## src/design/nmt_ram.sv

```systemverilog
// Generic single-write, single-read RAM with a registered read port.
// Holds the slot table of the NAT mapping block; depends on nothing.
`timescale 1ns / 1ps
`default_nettype none

module nmt_ram #(
    parameter int WIDTH = 8,
    parameter int DEPTH = 64
) (
    input  wire logic                     clk,
    input  wire logic                     wr_en,
    input  wire logic [$clog2(DEPTH)-1:0] wr_addr,
    input  wire logic [WIDTH-1:0]         wr_data,
    input  wire logic                     rd_en,
    input  wire logic [$clog2(DEPTH)-1:0] rd_addr,
    output logic      [WIDTH-1:0]         rd_data
);

    logic [WIDTH-1:0] mem [DEPTH];

    // Write port.
    always_ff @(posedge clk)
    begin
        if (wr_en)
        begin
            mem[wr_addr] <= wr_data;
        end
    end

    // Registered read port.
    always_ff @(posedge clk)
    begin
        if (rd_en)
        begin
            rd_data <= mem[rd_addr];
        end
    end

endmodule

`default_nettype wire

```

## config.mk

```make
export PLATFORM = sky130hd
export DESIGN_NAME = nmt_ram
export DESIGN_NICKNAME = d
export VERILOG_FILES = /design/src/design/nmt_ram.sv
export SDC_FILE = /design/constraint.sdc
export NUM_CORES = 1
export LEC_CHECK = 0
export BUFFER_PORTS_ARGS = -buffer_cell sky130_fd_sc_hd__buf_4
export CAP_MARGIN = 15
export CORE_ASPECT_RATIO = 1.75
export CORE_MARGIN = 3
export CORE_UTILIZATION = 60
export DETAILED_ROUTE_END_ITERATION = 12
export PLACE_DENSITY = 0.77
export REMOVE_ABC_BUFFERS = 1
export SETUP_SLACK_MARGIN = 0.2
export SLEW_MARGIN = 20
export SYNTH_ARGS = -nofsm -noshare
export SYNTH_HDL_FRONTEND = slang
export SYNTH_SLANG_ARGS = --single-unit
```

## constraint.sdc

```tcl
create_clock -name clk -period 3 [get_ports clk]
set_input_delay 0.6 -clock clk [delete_from_list [all_inputs] [get_ports clk]]
set_output_delay 0.6 -clock clk [all_outputs]
set_load 0.01 [all_outputs]
```

==> out/summary.md <==
At the end of routability-driven placement, the weighted congestion stood at 0.8549. The design draws 14.15 mW. The placed wire-length estimate came out at 28940 um.

The fraction of layout instances using a drive strength above 1 is 0.2992, and the final antenna-violating net count is 0. The library cells used most frequently in the layout, excluding fill and tap cells, are edfxtp_1, mux4_2, buf_4. For the final net count, the log shows 1087.

The final core utilization was 0.6895. TritonCTS built the clock tree. Entering global routing, the biggest net connects 65 pins.

The share of flip-flops with an asynchronous set or reset is 0, and the final hold slack is 0.3856 ns. The logs give 9958 for the routed via count and 0.571 for the proportion of power drawn by flip-flops and latches. Final hold violation count: 0. The maximum VDD drop came out at 502.5 uV. Setup repair after global routing left no endpoint under its margin. For this run, the leading register cell type out of synthesis is edfxtp_1.

The number of setup violations in the final report came out at 0. Kind of capture point of the worst setup path: a register. Cell depth of the worst setup path: 8.

Peak clock frequency supported by timing: 429.7 MHz. The detail-routed via count per cell is 6.454, and the die height is 249.0 um. Launching instance or port of the critical path: rd_addr[0].

In this run the most critical hold path is launched from rd_en. In this run the number of H-tree levels came out at 2. For the number of maximum-capacitance constraint violations, the log shows 0. In this run the core area contains 88 standard-cell rows.

The hold path depth is 1. By instance count, the cell type seen most on the critical path is buf_12. For this run, the slowest stage of the critical path takes 0.58 ns. The min-delay analysis places its worst path in the category in2reg. Counting flops with a built-in enable in the synthesized netlist gives 520.

In the final routed layout, each cell accounts on average for 29.32 um. For the data required time at the worst endpoint, the log shows 3.28 ns. The logs give 8 for the first-pass detailed-route iteration total and 0.02025 mm2 for the netlist area before placement.

The worst setup skew after layout was 0.02009 ns; the leakage power of the design was 7.289 nW. In this run the standard cell core region covers 0.03314 mm2. The clock edge transition at the registers on the reported setup and hold paths was 0.07 ns; the number of slew-limit violations in the final report was 0. For the count of cell types in the netlist, the log shows 39. After detailed placement, the total cell area comes to 0.02153 mm2. The internal power is 11.27 mW.

The fraction of power spent switching nets was 0.2037. Start of the worst register-to-register path: mem[15][2]$_DFFE_PP_. The clock passes through at most 3 buffers. The count of buffering cells on the critical path with inverters included is 3.

The critical path is of the in2reg type. The final setup TNS was 0 ns. The mean cell area of the mapped netlist is 21.54 um2, and the number of cell instances on the worst register-to-register path is 5.

The die footprint is 0.03607 mm2, and the maximum fanout encountered on the critical timing path is 30. The number of input and output port buffers inserted was 30; the switching power of the nets was 2.883 mW. The share of the clock period used by the worst path after layout is 0.7758. At the later pin of the worst-skew pair, clock insertion delay measures 0.55 ns.

The worst slew margin relative to its limit came out at 0.4883. Number of antenna violations at the first check in global routing: 0. Counting flops and latches in the post-synthesis netlist gives 520.

The area overhead of the layout relative to synthesis is 12.86%, and the summed area of non-filler cells in the final layout is 0.02285 mm2. The run gives 0 as the total number of yosys warnings. The run finished with clean final reports.

From left edge to right edge, the die measures 144.9 um. The library cell used most frequently in the layout, excluding fill and tap cells, is edfxtp_1. For the initial cell density of the core, the log shows 0.6109. The kind of start point of the critical path is an input port. The count of buffers added by post-CTS timing repair for setup is 0. After detailed routing, the number of remaining DRC violations is 0. TritonCTS created 44 clock buffers. The run gives 0.2627 as the total global routing track utilization. The shortest clock period the worst path allows after layout was 2.327 ns; the total of cells resized after clock tree synthesis was 0.

The I/O pin total came out at 31. The routed design has 45250 um of wire. For this design the ratio of total power to cell area is 619.4 mW/mm2. The tree is rooted in a clkbuf_16. The clock power share was 0.375. The number of diodes added for antenna fixing was 0; the number of buffers inserted for hold repair after clock tree synthesis was 0. For this run the aggregate overflow at the end of global routing stands at 0. The first global-routing pass estimated 67750 um of wire.

At the pin with the least slew margin, the transition time is 0.7648 ns. For the arrival time at the worst endpoint, the log shows 2.61 ns. The cell class contributing the biggest share of worst-path delay was buffers and inverters.

Traced cell by cell, the critical path runs through clkbuf_8 -> buf_12 -> buf_12 -> mux4_2 -> o221ai_1 -> a21oi_1 -> o21ai_1 -> o41ai_1. The run gives 10.37k as the via count of the first global-routing pass. For this design, the slowest cell found on the critical path is mux4_2. The run gives 520 as the sink count of the clock tree. The tools report the DRC marker count from the first detailed-route iteration as 1134. The combinational share of power is 0.055.

Fraction of the yosys area taken by sequential cells: 0.7712. The synthesized instance count came out at 940.
==> final cells by class <==
class,count,area (um2)
Fill cell,1969,10290
Clock inverter,25,175.2
Tap cell,450,563.0
Clock buffer,50,1145
Timing Repair Buffer,129,1037
Sequential cell,520,15620
Multi-Input combinational cell,369,4315
==> logic make-up after synthesis <==
logic type / Yosys count / share of synthesized area
DFF: 520 / 0.7712
muxes: 162 / 0.1588
and+or+nand+nor: 153 / 0.03374
AOI/OAI and AO/OA: 54 / 0.02064
buffers and inverters: 51 / 0.01563
==> registers in the layout, indices dropped and copies added (netlist names) <==
register and count:
rd_data 8, mem 512
==> per-stage QoR <==
step	cells	worst slack, ns
after global routing	1543	0.5956
after detailed placement	1468	0.1113
after floorplan	889	0.8995
after CTS	1543	0.6677
after global placement	1468	0.1264
final	1543	0.6726
==> per-layer routing <==
metal | wire (um) | part of all wire | global-route usage
met3 | 3033 | 0.067 | 0.03919
met1 | 15110 | 0.33 | 0.3316
met2 | 24640 | 0.54 | 0.4492
met5 | 0 | 0 | 0
met4 | 2463 | 0.054 | 0.1182
==> power by group through the flow <==
stage               sequential (mW)  combinational (mW)  clock [mW]
global placement               8.23               0.761           0
floorplan                      8.23               0.312           0
CTS                            8.08               0.784        5.40
global route                   8.07               0.824        5.67
finish                         8.08               0.776        5.30
detailed placement             8.23               0.778           0
==> final timing paths <==
path | endpoint | slack [ns]
worst min register to register | rd_data[6]$_DFFE_PP_ | 0.95
worst max-delay path | rd_data[3]$_DFFE_PP_ | 0.67
worst max register to register | rd_data[2]$_DFFE_PP_ | 0.92
worst min-delay path | rd_data[0]$_DFFE_PP_ | 0.39
==> worst register-to-register path, delay by kind of cell, from the launching register on <==
kind,cells,cell delay (ns)
AO/OA/AOI/OAI,1,0.13
AND/OR/NAND/NOR,2,0.27
multiplexers,2,1.04
flip-flops,1,0.41
==> cell usage after synthesis (2+ instances only) <==
cell type  count  area [um2]
edfxtp_1     520       15610
mux4_2       126        2838
nor2_1        83       311.6
mux2i_1       23       230.2
nand2_1       19       71.32
clkbuf_1      17       63.81
nor2b_1       14       87.58
buf_4         13       97.59
mux2_2        13       146.4
nand3_1       13       65.06
buf_2         11       55.05
o221ai_1       8       70.07
o22ai_1        8       50.05
nand2b_1       7       43.79
nor3_1         7       35.03
a221oi_1       6       52.55
a211oi_1       4       30.03
buf_1          4       15.01
buf_6          4       45.04
a21oi_1        3       15.01
a22oi_1        3       22.52
nand3b_1       3       22.52
o2111ai_1      3       26.28
o2bb2ai_1      3       26.28
a2111oi_0      2       17.52
buf_12         2       40.04
nand4_1        2       12.51
nor4_1         2       12.51
o21a_1         2       15.01
o21ai_0        2       10.01
o21ai_1        2       10.01
o221a_2        2       22.52
o32ai_1        2       17.52
o41ai_1        2       17.52
Note: power is estimated with default switching activity, not from simulation.
