[src/design/nmt_pkg.sv]
// Package for the NAT mapping table: slot entry layout, request and status codes,
// and the port-counter constants. Used by nmt_match, the top level and the checker; depends on nothing.
`timescale 1ns / 1ps
`default_nettype none

package nmt_pkg;

    // Request kinds carried on the mode field.
    localparam logic [1:0] MODE_OUT    = 2'd0;
    localparam logic [1:0] MODE_IN     = 2'd1;
    localparam logic [1:0] MODE_TICK   = 2'd2;
    localparam logic [1:0] MODE_UNUSED = 2'd3;

    // Result status codes.
    localparam logic [2:0] ST_HIT      = 3'd0;
    localparam logic [2:0] ST_INSERTED = 3'd1;
    localparam logic [2:0] ST_MISS     = 3'd2;
    localparam logic [2:0] ST_FULL     = 3'd3;
    localparam logic [2:0] ST_TICK     = 3'd4;

    // Port counter: starts one below the first dynamic port and wraps back to it.
    localparam logic [15:0] PORT_RESET    = 16'd1023;
    localparam logic [15:0] PORT_FIRST    = 16'd1024;
    localparam logic [15:0] PORT_LAST     = 16'hFFFF;
    localparam logic [15:0] TIMEOUT_RESET = 16'd60;

    // Configuration register indexes.
    localparam logic REG_ICMP_TIMEOUT    = 1'b0;
    localparam logic REG_OUTSIDE_ADDRESS = 1'b1;

    // One table slot as stored in the slot memory.
    typedef struct packed {
        logic        valid;
        logic        is_tcp;
        logic [31:0] inside_addr;
        logic [15:0] inside_port;
        logic [15:0] outside_port;
        logic [31:0] created;
    } slot_entry_t;

    // Compare results for one slot against the request in flight.
    typedef struct packed {
        logic inside_hit;
        logic outside_hit;
        logic expired;
        logic free;
    } match_t;

endpackage

`default_nettype wire

[src/design/nmt_match.sv]
// Shared compare unit: checks one slot read from the table against the request.
// Uses the entry and match types of nmt_pkg.
`timescale 1ns / 1ps
`default_nettype none

module nmt_match
    import nmt_pkg::*;
(
    input  wire slot_entry_t  entry,
    input  wire logic         req_tcp,
    input  wire logic [31:0]  req_inside_addr,
    input  wire logic [15:0]  req_inside_port,
    input  wire logic [15:0]  req_outside_port,
    input  wire logic [31:0]  seconds_now,
    input  wire logic [15:0]  age_limit,
    output match_t            result
);

    logic        kind_ok;
    logic [31:0] age;

    // Age wraps modulo 2^32 like the seconds counter itself.
    assign age     = seconds_now - entry.created;
    assign kind_ok = entry.valid && (entry.is_tcp == req_tcp);

    always_comb
    begin
        result.inside_hit  = kind_ok && (entry.inside_addr == req_inside_addr)
                             && (entry.inside_port == req_inside_port);
        result.outside_hit = kind_ok && (entry.outside_port == req_outside_port);
        result.expired     = entry.valid && !entry.is_tcp && (age >= {16'd0, age_limit});
        result.free        = !entry.valid;
    end

endmodule

`default_nettype wire

[config.mk]
export PLATFORM = sky130hd
export DESIGN_NAME = nmt_match
export DESIGN_NICKNAME = d
export VERILOG_FILES = /design/src/design/nmt_pkg.sv /design/src/design/nmt_match.sv
export SDC_FILE = /design/constraint.sdc
export NUM_CORES = 1
export LEC_CHECK = 0
export BUFFER_PORTS_ARGS = -buffer_cell sky130_fd_sc_hd__buf_4
export CAP_MARGIN = 10
export CORE_MARGIN = 8
export CORE_UTILIZATION = 40
export DETAILED_ROUTE_END_ITERATION = 6
export PLACE_DENSITY_LB_ADDON = 0.12
export REMOVE_ABC_BUFFERS = 1
export SYNTH_ARGS = -nofsm -noshare
export SYNTH_HDL_FRONTEND = slang
export SYNTH_SLANG_ARGS = --single-unit
[constraint.sdc]
create_clock -name vclk -period 3.5
set_input_delay 0.175 -clock vclk [all_inputs]
set_output_delay 0.175 -clock vclk [all_outputs]
set_load 0.02 [all_outputs]
==> flow_summary.toml, run 1 <==
[status]
status = "finished, violations left"
violations = "setup timing"

[sta]
rsz0062_at_grt = "yes"
worst_slew_pin_slew_ns = 0.450
slew_viol_final = 0
finalCritPeriodShare = 1.05
min_period_ns = 3.68
max-slew-margin-rel = 0.698
setup_ws_ns = -0.175
fin_setup_tns_ns = -0.175
setup_viol = 1
max_freq_mhz = 272
hold_viol = 0

[detailed_routing]
wl_per_cell_um = 16.4
met1Wirelength_um = 5060
firstDrtPassIters = 4
wl_met3_um = 738
vias = 4046
wl_met2_um = 6950
top_layer = "met4"
antenna_left = 0
wl_um = 12900
first_iter_violations = 129
drc = 0
via_per_inst = 5.15

[setup_path]
cp.required_ns = 3.32
cp.arrival_ns = 3.50
start_kind = "input port"
cpMaxStageDelayCell = "a2111oi_2"
worstSetupPathType = "input port to output port"
critPathMaxFanout = 3
cpLargestDelayFamily = "compound AO/OA/AOI/OAI gates"
crit_top_cell = "a21oi_1"
critical_path.cell_chain = "buf_4 > inv_1 > ha_1 > nor2b_2 > o2111ai_2 > a21oi_1 > nor2b_1 > o21ai_1 > xor2_1 > ha_1 > a21o_1 > a21oi_1 > o22ai_1 > nor2_1 > a21oi_1 > a2111oi_2 > nand4b_1 > a2111oi_2 > a311oi_1 > buf_4"
cp-end-kind = "output port"
cp_slowest_stage_delay_ns = 0.34
cp_num_buf_inv = 3

[yosys]
synth_warnings = 0
ys_types = 54
synth-seq-area-share = 0
synth_area_per_cell_um2 = 7.03
synthesis.area_mm2 = 0.00307
netlist_instances = 436

[cells_and_area]
drive_gt1_frac = 0.411
clkbuf_count = 0
areaGrowthSynthToFinish_pct = 68.4
diodes = 0
register_area_um2 = 0
num-fill-cells = 684
multi_input_area_mm2 = 0.00289
nets = 944
seq_cells = 0
fin_cells = 785

[global_routing]
grt_max_degree = 11
grt_first_pass_wirelength_um = 20300
grt_usage = 0.223
overflow = 0
antenna_found_initial = 0
grt_pass1_vias = 4199

[floorplanning]
die_h_um = 104
fp.dieW_um = 104
dieArea_mm2 = 0.0107
initial_core_util = 0.405
io_pins = 215
fp.coreArea_mm2 = 0.00757
rows = 32

[run]
max-cap-violations = 0

[clock_tree]
cts_hold_buf = 0

[place]
place_inst = 784
dp_hpwl_um = 11700
io_buffers = 215
gp_congestion = 0.937

[pwr]
power_density_mw_per_mm2 = 159
ir_worst_vdd_mv = 0.0897
p_leak_nw = 2.71

[min_path]
holdCritPathClass = "input port to output port"
==> power by group <==
part	switching (mW)	internal (mW)
Combinational	0.367	0.456
Clock	0	0
Sequential	0	0
Total	0.367	0.456
==> layout by cell type, fill, tap and decap left out, drive strengths merged, types with 2 or more instances in the layout <==
cell type  netlist  layout
o2111ai          4       4
nand2b           3       3
nand4           15      15
a2111oi          3       3
a21oi           34      34
a211oi           5       5
xor2            48      48
a31oi            8       8
buf              4     259
xnor2           42      42
nand3            8       8
nor2            19      19
ha              47      47
a221o            2       2
nand2           25      25
a311oi           2       2
nor4            13      13
o21a            10      10
nor2b            7       7
and3             2       2
or3              3       3
nor3             6       6
and4             3       3
and2             2       2
inv             53      53
o22ai            2       2
a21o            20      20
o21ai           22      22
==> metal layers <==
| metal | GRT usage | vias up |
|---|---|---|
| met5 | 0 | - |
| met4 | 0.0220 | 0 |
| met3 | 0.0291 | 10 |
| met2 | 0.447 | 150 |
| met1 | 0.247 | 1833 |
| li1 | - | 2053 |
==> cell type report <==
type,instances,area share
multi-input combinational,371,0.559
timing repair buffer,259,0.378
inverter,53,0.0385
tap,102,0.0247
==> final timing paths <==
path / startpoint / to / slack (ns) / cells after the start
hold / removal: entry[97] / result[0] / 0.63 / 3
setup / recovery: entry[1] / result[1] / -0.18 / 20
==> cells in the mapped netlist (8+ instances only) <==
cell type	number	area share
inv_1	53	0.065
xor2_1	48	0.14
ha_1	47	0.19
xnor2_1	42	0.12
a21oi_1	34	0.055
nand2_1	25	0.031
o21ai_0	21	0.034
a21o_1	19	0.047
nor2_1	19	0.023
nand4_1	15	0.031
nor4_1	13	0.027
o21a_1	10	0.024
nand3_1	8	0.013
==> cell families after synthesis <==
logic type,synth area share
AO/OA/AOI/OAI,0.268
AND/OR/NAND/NOR,0.188
XOR/XNOR,0.257
buffers and inverters,0.0853
adder cells (fa/ha/maj),0.198
multiplexers,0.00326
==> tightest hold or removal path, cell delays in order <==
cell and delay [ns]:
buf_4 0.08, inv_1 0.04, buf_4 0.15
==> per-stage QoR <==
stage                     hold WS (ns)  worst slack [ns]  power [mW]  cell area (um^2)  utilization
after floorplan                  0.432            0.0479       0.434              3000            -
after global placement           0.625            -0.423       0.777              5070        0.670
after detailed placement         0.628            -0.484       0.796              5070        0.670
after CTS                        0.627            -0.196       0.821              5160        0.682
after global routing             0.642            -0.405       0.908              5160        0.683
final                            0.625            -0.175       0.823              5160        0.683
==> timing repair <==
action	CTS	global route
buffers inserted	1	0
endpoints found under the setup margin	1	1
pin swaps	11	1
resized for setup	17	5
No activity file was read; power rests on OpenSTA's default activity.
==> run 2: changes to the inputs <==
==> constraint.sdc (replaced) <==
create_clock -name vclk -period 3.5
set_input_delay 0.7 -clock vclk [all_inputs]
set_output_delay 0.7 -clock vclk [all_outputs]
set_load 0.02 [all_outputs]
==> run 2 against run 1 <==
  * The flow still finishes with violations (setup timing)
  * Global-route usage is 1.2 points higher
  * Combinational power grew 14%
  * Worst hold slack better by 1.1 ns
  * Non-clock buffer count grew 65
  * Flip-flop and latch count unchanged
  * Fmax down 25%
  * Wire length up 5.3%
  * Cell count increased by 8.3%
  * Setup slack got worse by 1.2 ns
  * Via count up 5.7%
  * Clock-buffer cell count did not move
  * Critical path depth rose by 1
  * Highest routed layer unchanged
==> flow_summary.toml, run 2 (synthesized netlist as in run 1, its figures left out) <==
[status]
status = "finished, violations left"
violations = "setup timing"

[floorplanning]
fp.dieW_um = 104
die_h_um = 104
rows = 32
fp.coreArea_mm2 = 0.00757
io_pins = 215
initial_core_util = 0.405
dieArea_mm2 = 0.0107

[sta]
max-slew-margin-rel = 0.683
setup_viol = 1
fin_setup_tns_ns = -1.42
worst_slew_pin_slew_ns = 0.464
rsz0062_at_grt = "yes"
min_period_ns = 4.92
setup_ws_ns = -1.42
fin_hold_ws_ns = 1.68
finalCritPeriodShare = 1.41
max_freq_mhz = 203
hold_viol = 0
slew_viol_final = 0

[global_routing]
grt_max_degree = 9
grt_usage = 0.235
grt_first_pass_wirelength_um = 21700
overflow = 0
grt_pass1_vias = 4562
antenna_found_initial = 0

[cells_and_area]
diodes = 0
stdcell_area_mm2 = 0.00570
areaGrowthSynthToFinish_pct = 85.8
final_common_cell = "buf_4"
seq_cells = 0
final_cell_mix = "buf_4 (320), inv_1 (52), xor2_1 (48), ha_1 (45), xnor2_1 (42)"
nets = 1009
register_area_um2 = 0
drive_gt1_frac = 0.467
clkbuf_count = 0

[place]
gp_congestion = 0.948
io_buffers = 215
placed_area_mm2 = 0.00549
dp_hpwl_um = 12100

[detailed_routing]
firstDrtPassIters = 4
via_per_inst = 5.03
first_iter_violations = 103
antenna_left = 0
wl_per_cell_um = 16.0
wl_um = 13600
vias = 4277
drc = 0

[setup_path]
start_kind = "input port"
critPathMaxFanout = 3
worstSetupPathType = "input port to output port"
cp.required_ns = 2.80
cp.arrival_ns = 4.22
cp-end-kind = "output port"

[pwr]
p_leak_nw = 3.03
power_density_mw_per_mm2 = 164
ir_worst_vdd_mv = 0.101

[clock_tree]
cts_hold_buf = 0

[min_path]
holdCritPathClass = "input port to output port"
hp-start = "entry[97]"
hold_path_depth = 3
hold_end = "result[0]"

[run]
max-cap-violations = 0
-- run 2: worst max path at each step --
stage,from,endpoint,depth (start not counted)
3_5_place_dp,seconds_now[0],result[1],20
2_1_floorplan,entry[3],result[1],17
5_1_grt,seconds_now[0],result[1],21
3_3_place_gp,entry[0],result[1],19
6_report,seconds_now[0],result[1],21
4_1_cts,entry[1],result[1],20
-- run 2: routing by layer --
layer  vias to the layer above  global-route usage  part of all wire
met2                       152               0.476              0.54
met5                         -                   0                 0
met1                      1919               0.253              0.39
met3                        19              0.0285             0.048
met4                         0              0.0357             0.019
li1                       2187                   -                 -
-- run 2: power breakdown --
part | total, mW | internal (mW) | switching, mW
combinational | 0.937 | 0.535 | 0.401
sequential | 0 | 0 | 0
clock | 0 | 0 | 0
-- run 2: worst max-delay path, cell delays in order --
cell and delay, ns:
buf_6 0.08, inv_4 0.03, ha_4 0.15, fa_2 0.37
nor2b_4 0.13, o31a_1 0.20, o21ai_2 0.08, nand2b_1 0.14
buf_4 0.14, xor2_1 0.15, ha_1 0.26, and4_1 0.22
o211ai_1 0.10, o22ai_1 0.10, nor2_1 0.14, a21oi_2 0.09
a2111oi_4 0.32, nand4b_1 0.18, a2111oi_4 0.32, a311oi_1 0.13
buf_4 0.18
-- run 2: timing repair --
action                                  4_1_cts  5_1_grt
pin swaps                                    17       20
gates cloned                                  0        0
buffers inserted                              6        4
endpoints found under the setup margin        1        1
resized for setup                            18       13
-- run 2: area by class of cell --
class	instances	area, um^2
multi-input cells	371	2920
repair buffers	324	2450
fillers	604	1870
inverters	53	201
well taps	102	128
-- run 2: stage by stage --
step                setup slack, ns  power (mW)   util  instances
floorplan                     -1.00       0.434      -        424
global placement              -1.48       0.853  0.725        840
detailed placement            -1.54       0.875  0.725        840
CTS                           -1.25       0.904  0.740        846
global route                  -1.62        1.03  0.753        850
finish                        -1.42       0.937  0.753        850
